## src/hdl/hpoc_pkg.sv

```systemverilog
// Shared constants, microcode types and step addresses of the order count calculator.
package hpoc_pkg;

    localparam int CYCLE_MAX = 256;
    localparam int ADDR_W    = (CYCLE_MAX > 1) ? $clog2(CYCLE_MAX) : 1;
    localparam int LEN_W     = $clog2(CYCLE_MAX + 1);
    localparam int DIV_STEPS = 32;
    localparam int CNT_W     = $clog2(DIV_STEPS);
    localparam int UPC_W     = 4;

    localparam logic [1:0] TYPE_LSB   = 2'd0;
    localparam logic [1:0] TYPE_CYCLE = 2'd1;
    localparam logic [1:0] TYPE_TWICE = 2'd2;
    localparam logic [1:0] TYPE_FRAME = 2'd3;

    localparam logic [1:0] CFG_TYPE       = 2'd0;
    localparam logic [1:0] CFG_LOG2_LSB   = 2'd1;
    localparam logic [1:0] CFG_LOG2_FRAME = 2'd2;
    localparam logic [1:0] CFG_CYCLE_LEN  = 2'd3;

    localparam logic [UPC_W-1:0] U_WAIT    = 4'd0;
    localparam logic [UPC_W-1:0] U_PREP    = 4'd1;
    localparam logic [UPC_W-1:0] U_SIMPLE  = 4'd2;
    localparam logic [UPC_W-1:0] U_ABSF    = 4'd3;
    localparam logic [UPC_W-1:0] U_DIVINIT = 4'd4;
    localparam logic [UPC_W-1:0] U_DIVSTEP = 4'd5;
    localparam logic [UPC_W-1:0] U_SCAN    = 4'd6;
    localparam logic [UPC_W-1:0] U_MUL     = 4'd7;
    localparam logic [UPC_W-1:0] U_ACCUM   = 4'd8;
    localparam logic [UPC_W-1:0] U_DELTA   = 4'd9;
    localparam logic [UPC_W-1:0] U_OUTWAIT = 4'd10;
    localparam logic [UPC_W-1:0] U_FINISH  = 4'd11;

    typedef enum logic [3:0] {
        OP_NONE    = 4'd0,
        OP_PREP    = 4'd1,
        OP_SIMPLE  = 4'd2,
        OP_ABSF    = 4'd3,
        OP_DIVINIT = 4'd4,
        OP_DIVSTEP = 4'd5,
        OP_SCAN    = 4'd6,
        OP_MUL     = 4'd7,
        OP_ACCUM   = 4'd8,
        OP_DELTA   = 4'd9,
        OP_FINISH  = 4'd10
    } t_op;

    typedef enum logic [2:0] {
        C_NEVER     = 3'd0,
        C_ALWAYS    = 3'd1,
        C_NO_START  = 3'd2,
        C_TYPE1     = 3'd3,
        C_SKIP      = 3'd4,
        C_DIV_MORE  = 3'd5,
        C_SCAN_MORE = 3'd6,
        C_OUT_BUSY  = 3'd7
    } t_cond;

    typedef struct packed {
        t_op              op;
        t_cond            cond;
        logic [UPC_W-1:0] target;
    } t_ctrl;

    typedef struct packed {
        logic start;
        logic type1;
        logic skip;
        logic div_more;
        logic scan_more;
        logic out_busy;
    } t_flags;

endpackage

```

## src/hdl/hpoc_seq.sv

```systemverilog
// Microcode sequencer: step counter, control store and conditional jumps.
module hpoc_seq (
    input  logic                      i_clk,
    input  logic                      i_rst_n,
    input  hpoc_pkg::t_flags          i_flags,
    output hpoc_pkg::t_ctrl           o_ctrl,
    output logic [hpoc_pkg::UPC_W-1:0] o_upc
);
    import hpoc_pkg::*;

    logic [UPC_W-1:0] r_upc;
    logic [UPC_W-1:0] n_upc;
    t_ctrl            w_ctrl;
    logic             w_take;

    function automatic t_ctrl ucode(input logic [UPC_W-1:0] addr);
        t_ctrl c;
        c = '{op: OP_NONE, cond: C_ALWAYS, target: U_WAIT};
        case (addr)
            U_WAIT:    c = '{op: OP_NONE,    cond: C_NO_START,  target: U_WAIT};
            U_PREP:    c = '{op: OP_PREP,    cond: C_TYPE1,     target: U_ABSF};
            U_SIMPLE:  c = '{op: OP_SIMPLE,  cond: C_ALWAYS,    target: U_OUTWAIT};
            U_ABSF:    c = '{op: OP_ABSF,    cond: C_NEVER,     target: U_WAIT};
            U_DIVINIT: c = '{op: OP_DIVINIT, cond: C_SKIP,      target: U_DELTA};
            U_DIVSTEP: c = '{op: OP_DIVSTEP, cond: C_DIV_MORE,  target: U_DIVSTEP};
            U_SCAN:    c = '{op: OP_SCAN,    cond: C_SCAN_MORE, target: U_SCAN};
            U_MUL:     c = '{op: OP_MUL,     cond: C_NEVER,     target: U_WAIT};
            U_ACCUM:   c = '{op: OP_ACCUM,   cond: C_NEVER,     target: U_WAIT};
            U_DELTA:   c = '{op: OP_DELTA,   cond: C_NEVER,     target: U_WAIT};
            U_OUTWAIT: c = '{op: OP_NONE,    cond: C_OUT_BUSY,  target: U_OUTWAIT};
            U_FINISH:  c = '{op: OP_FINISH,  cond: C_ALWAYS,    target: U_WAIT};
            default:   c = '{op: OP_NONE,    cond: C_ALWAYS,    target: U_WAIT};
        endcase
        return c;
    endfunction

    always_comb begin
        w_ctrl = ucode(r_upc);
        case (w_ctrl.cond)
            C_NEVER:     w_take = 1'b0;
            C_ALWAYS:    w_take = 1'b1;
            C_NO_START:  w_take = !i_flags.start;
            C_TYPE1:     w_take = i_flags.type1;
            C_SKIP:      w_take = i_flags.skip;
            C_DIV_MORE:  w_take = i_flags.div_more;
            C_SCAN_MORE: w_take = i_flags.scan_more;
            C_OUT_BUSY:  w_take = i_flags.out_busy;
            default:     w_take = 1'b1;
        endcase
        n_upc = w_take ? w_ctrl.target : r_upc + 1'b1;
    end

    always_ff @(posedge i_clk) begin
        if (!i_rst_n) begin
            r_upc <= U_WAIT;
        end else begin
            r_upc <= n_upc;
        end
    end

    assign o_ctrl = w_ctrl;
    assign o_upc  = r_upc;

endmodule
```

## config.mk

```make
export PLATFORM = sky130hd
export DESIGN_NAME = hpoc_seq
export DESIGN_NICKNAME = d
export VERILOG_FILES = /design/src/hdl/hpoc_pkg.sv /design/src/hdl/hpoc_seq.sv
export SDC_FILE = /design/constraint.sdc
export NUM_CORES = 1
export LEC_CHECK = 0
export ABC_CLOCK_PERIOD_IN_PS = 7860
export BUFFER_PORTS_ARGS = -buffer_cell sky130_fd_sc_hd__buf_2
export CAP_MARGIN = 20
export CORE_MARGIN = 3
export CORE_UTILIZATION = 53
export CTS_CLUSTER_DIAMETER = 50
export CTS_CLUSTER_SIZE = 28
export DETAILED_ROUTE_END_ITERATION = 8
export GPL_TIMING_DRIVEN = 0
export PLACE_DENSITY = 0.8
export SLEW_MARGIN = 0
export SYNTH_ARGS = -nofsm -noshare
export SYNTH_HDL_FRONTEND = slang
export SYNTH_SLANG_ARGS = --single-unit
```

## constraint.sdc

```tcl
create_clock -name i_clk -period 7.86 [get_ports i_clk]
set_clock_uncertainty 0.2 [all_clocks]
set_input_delay 1.572 -clock i_clk [delete_from_list [all_inputs] [get_ports i_clk]]
set_output_delay 1.572 -clock i_clk [all_outputs]
set_load 0.05 [all_outputs]
```

==> load_flow_metrics.sql <==
INSERT INTO impl_metrics (metric_group, metric, value, unit) VALUES
('clock_network', 'number_of_clock_buffers_inserted_by_tritoncts', '3', ''),
('floorplan', 'design.die.area', '0.00200', 'mm²'),
('final_layout', 'final_net_count', '121', ''),
('drt', 'vias_per_cell', '5.35', ''),
('critical_path', 'worstReg2RegEnd', 'o_ctrl[4]$_DFF_P_', ''),
('global_routing', 'grt_overflow', '0', ''),
('critical_path', 'r2r_setup_slack', '5.18', 'ns'),
('power_and_ir_drop', 'cellLeakagePower', '0.000472', 'µW'),
('timing', 'final_report_setup_violation_count', '0', ''),
('floorplan', 'placeableCoreArea', '0.00135', 'mm²'),
('clock_network', 'cts.root.buffer_cell', 'sky130_fd_sc_hd__clkbuf_4', ''),
('final_layout', 'n_antenna_cell', '0', ''),
('final_layout', 'area.growth.synth_to_final', '18.9', '%'),
('drt', 'drtAntennaViolNets', '0', ''),
('critical_path', 'crit_path_end_kind', 'flip-flop', ''),
('power_and_ir_drop', 'max-vdd-ir-drop', '0.241', 'mV'),
('timing', 'time_the_final_worst_path_needs_with_i_o_delays_and_setup', '3.70', 'ns'),
('critical_path', 'cp_cell_sequence', 'buf_2 -> nor2b_1 -> o21ai_0 -> a21oi_1 -> a211o_1 -> buf_6 -> mux2_4 -> and2_4 -> buf_6 -> ha_1 -> nor2_1 -> o32a_1', ''),
('final_layout', 'final_layout_size_suffix_gt1_share', '31.4', '%'),
('floorplan', 'chipHeight', '44.7', 'µm'),
('floorplan', 'chipWidth', '44.7', 'µm'),
('final_layout', 'sequential_cell_area', '300', 'µm²'),
('critical_path', 'wp_depth', '12', ''),
('power_and_ir_drop', 'power-per-cell-area', '445', 'mW/mm²'),
('worst_hold_path', 'hold_path_class', 'reg2reg', ''),
('timing', 'fin_worst_hold_slack', '0.430', 'ns'),
('drt', 'totalWireLength', '1.71', 'mm'),
('timing', 'fin_setup_tns', '0', 'ns'),
('drt', 'first_pass_iters', '4', ''),
('yosys', 'synthesis.instances', '80', ''),
('critical_path', 'reg2regPathDepth', '10', ''),
('global_routing', 'first_global_vias', '621', ''),
('final_layout', 'multi_input_area', '438', 'µm²'),
('yosys', 'postSynthNetCount', '95', ''),
('floorplan', 'floorplan.initialDensity', '58.9', '%'),
('clock_network', 'cts.path.max_buffers', '2', ''),
('clock_network', 'cts_resized', '0', ''),
('critical_path', 'critical_path.top_delay_family', 'compound AO/OA/AOI/OAI gates', ''),
('final_layout', 'instances_no_fill', '120', ''),
('clock_network', 'cts-hold-fix-buffers', '0', ''),
('timing', 'max-slew-margin-rel', '73.7', '%'),
('clock_network', 'cts_tree', 'built', ''),
('clock_network', 'postCtsSetupRepairBufs', '0', ''),
('critical_path', 'criticalPathCategory', 'in2reg', ''),
('drt', 'post-route-drc-count', '0', ''),
('clock_network', 'clock_sink_count', '15', ''),
('drt', 'count_of_routing_violations_after_the_opening_detailed_route_iteration', '8', ''),
('yosys', 'avg_cell_area_syn', '9.93', 'µm²'),
('timing', 'rsz0062_at_grt', 'no', ''),
('timing', 'achievable-frequency', '0.270', 'GHz'),
('status', 'result_of_the_run', 'completed', ''),
('critical_path', 'startpoint', 'i_flags[3]', ''),
('timing', 'hold_viol', '0', ''),
('clock_network', 'clk_pin_slew_worst_paths', '0.08', 'ns'),
('yosys', 'number_of_flip_flops_and_latches_in_the_synthesized_netlist', '15', ''),
('critical_path', 'cpPeakStageDelay', '0.32', 'ns'),
('critical_path', 'critical-path-slowest-cell', 'sky130_fd_sc_hd__ha_1', ''),
('global_routing', 'grt_max_degree', '11', ''),
('global_routing', 'grt_first_pass_wirelength', '2.76', 'mm'),
('floorplan', 'design.portCount', '23', ''),
('power_and_ir_drop', 'power', '421', 'µW'),
('critical_path', 'crit_path_capture', 'o_ctrl[4]$_DFF_P_', ''),
('yosys', 'synth_area', '795', 'µm²'),
('final_layout', 'num-fill-cells', '123', ''),
('yosys', 'synth_cell_types', '32', ''),
('timing', 'period_share', '47.1', '%'),
('critical_path', 'worst_r2r_startpoint', 'o_ctrl[4]$_DFF_P_', ''),
('global_routing', 'number_of_antenna_violations_at_the_first_check_in_global_routing', '0', ''),
('drt', 'routed-via-count', '642', ''),
('critical_path', 'cp.arrival', '3.67', 'ns'),
('place', 'port_buffers', '21', '');
[worst register-to-register path: cells and delay by family, from the launching register on]
family | cells | cell delay [ns]
flip-flops | 1 | 0.41
multiplexers | 2 | 0.52
buffers and inverters | 2 | 0.28
adder cells (fa/ha/maj) | 1 | 0.32
AO/OA/AOI/OAI | 3 | 0.61
AND/OR/NAND/NOR | 2 | 0.23
[cell type report]
class                      count  share of cell area, %
timing repair buffer          21                   11.1
tap                           15                   1.99
multi-input combinational     54                   46.4
inverter                       8                   3.18
sequential                    15                   31.8
buffer                         3                   2.78
clock buffer                   4                   2.78
[Yosys cell counts]
cell,instances,area (µm²)
sky130_fd_sc_hd__ha_1,7,87.6
sky130_fd_sc_hd__o2111ai_1,1,8.76
sky130_fd_sc_hd__and2b_1,1,7.51
sky130_fd_sc_hd__o22ai_1,1,6.26
sky130_fd_sc_hd__o2bb2ai_1,2,17.5
sky130_fd_sc_hd__mux2i_4,2,45.0
sky130_fd_sc_hd__nor2b_1,2,12.5
sky130_fd_sc_hd__clkbuf_1,1,3.75
sky130_fd_sc_hd__nand3_1,2,10.0
sky130_fd_sc_hd__nor3_1,1,5.00
sky130_fd_sc_hd__o32a_1,1,10.0
sky130_fd_sc_hd__mux2i_1,2,20.0
sky130_fd_sc_hd__a21oi_1,2,10.0
sky130_fd_sc_hd__a31oi_1,1,6.26
sky130_fd_sc_hd__a211oi_2,1,12.5
sky130_fd_sc_hd__nand2b_1,1,6.26
sky130_fd_sc_hd__and2_4,1,8.76
sky130_fd_sc_hd__xnor2_1,3,26.3
sky130_fd_sc_hd__nor2_1,3,11.3
sky130_fd_sc_hd__or2_2,1,6.26
sky130_fd_sc_hd__nor4b_1,1,8.76
sky130_fd_sc_hd__buf_6,2,22.5
sky130_fd_sc_hd__mux2_4,1,15.0
sky130_fd_sc_hd__xor2_1,2,17.5
sky130_fd_sc_hd__o21ai_1,1,5.00
sky130_fd_sc_hd__and2_2,1,7.51
sky130_fd_sc_hd__inv_1,8,30.0
sky130_fd_sc_hd__nand2_1,8,30.0
sky130_fd_sc_hd__dfxtp_1,15,300
sky130_fd_sc_hd__a211o_1,1,8.76
sky130_fd_sc_hd__o21ai_0,2,10.0
sky130_fd_sc_hd__a22o_1,2,17.5
[kinds of logic after synthesis]
| family | count (synthesis) | synth area share [%] |
|---|---|---|
| AND/OR/NAND/NOR | 22 | 14.3 |
| AO/OA/AOI/OAI | 15 | 14.2 |
| flip-flops | 15 | 37.8 |
| buffers and inverters | 11 | 7.09 |
| adder cells (fa/ha/maj) | 7 | 11.0 |
| XOR/XNOR | 5 | 5.51 |
| multiplexers | 5 | 10.1 |
[per-stage QoR]
| stage | instance area, µm² | setup slack (ns) |
|---|---|---|
| floorplan | 795 | 4.10 |
| global placement | 918 | 3.92 |
| detailed placement | 918 | 3.88 |
| CTS | 945 | 4.17 |
| global route | 945 | 4.06 |
| finish | 945 | 4.16 |
[report_power, final]
| group | switching (µW) | total [µW] | leakage [µW] | internal, µW |
|---|---|---|---|---|
| Clock | 22.5 | 42.1 | 0.0000150 | 19.7 |
| Combinational | 164 | 258 | 0.000333 | 94.0 |
| Sequential | 20.2 | 120 | 0.000123 | 100 |
[metal layers]
metal / vias up / global-route usage, % / part of all wire (%)
li1: 319 / - / -
met1: 296 / 19.9 / 40
met2: 21 / 36.7 / 52
met3: 6 / 6.37 / 5.9
met4: 0 / 7.23 / 2.2
met5: - / 0 / 0
[cells in the final DEF (no fill, tap or decap), drive strengths merged, types with 2 or more instances in the layout]
master,instances
nor2b,2
a22o,2
mux2i,4
o2bb2ai,2
a21oi,2
xor2,2
dfxtp,15
xnor2,3
ha,7
clkbuf,5
buf,23
nor2,3
and2,2
nand3,2
o21ai,3
inv,8
nand2,8
[sequential cells by signal (all words and copies together), names as in the netlist]
| register | count |
|---|---|
| o_ctrl | 11 |
| o_upc | 4 |
[worst min-delay path by stage]
stage / to / cells past startpoint / slack, ns
after floorplan: o_upc[3]$_SDFF_PN0_ / 2 / 0.62
after global placement: o_upc[2]$_SDFF_PN0_ / 2 / 0.41
after detailed placement: o_upc[2]$_SDFF_PN0_ / 2 / 0.42
after CTS: o_upc[2]$_SDFF_PN0_ / 2 / 0.43
after global routing: o_upc[2]$_SDFF_PN0_ / 2 / 0.46
final: o_upc[2]$_SDFF_PN0_ / 2 / 0.43
(Power assumes the default switching activity.)
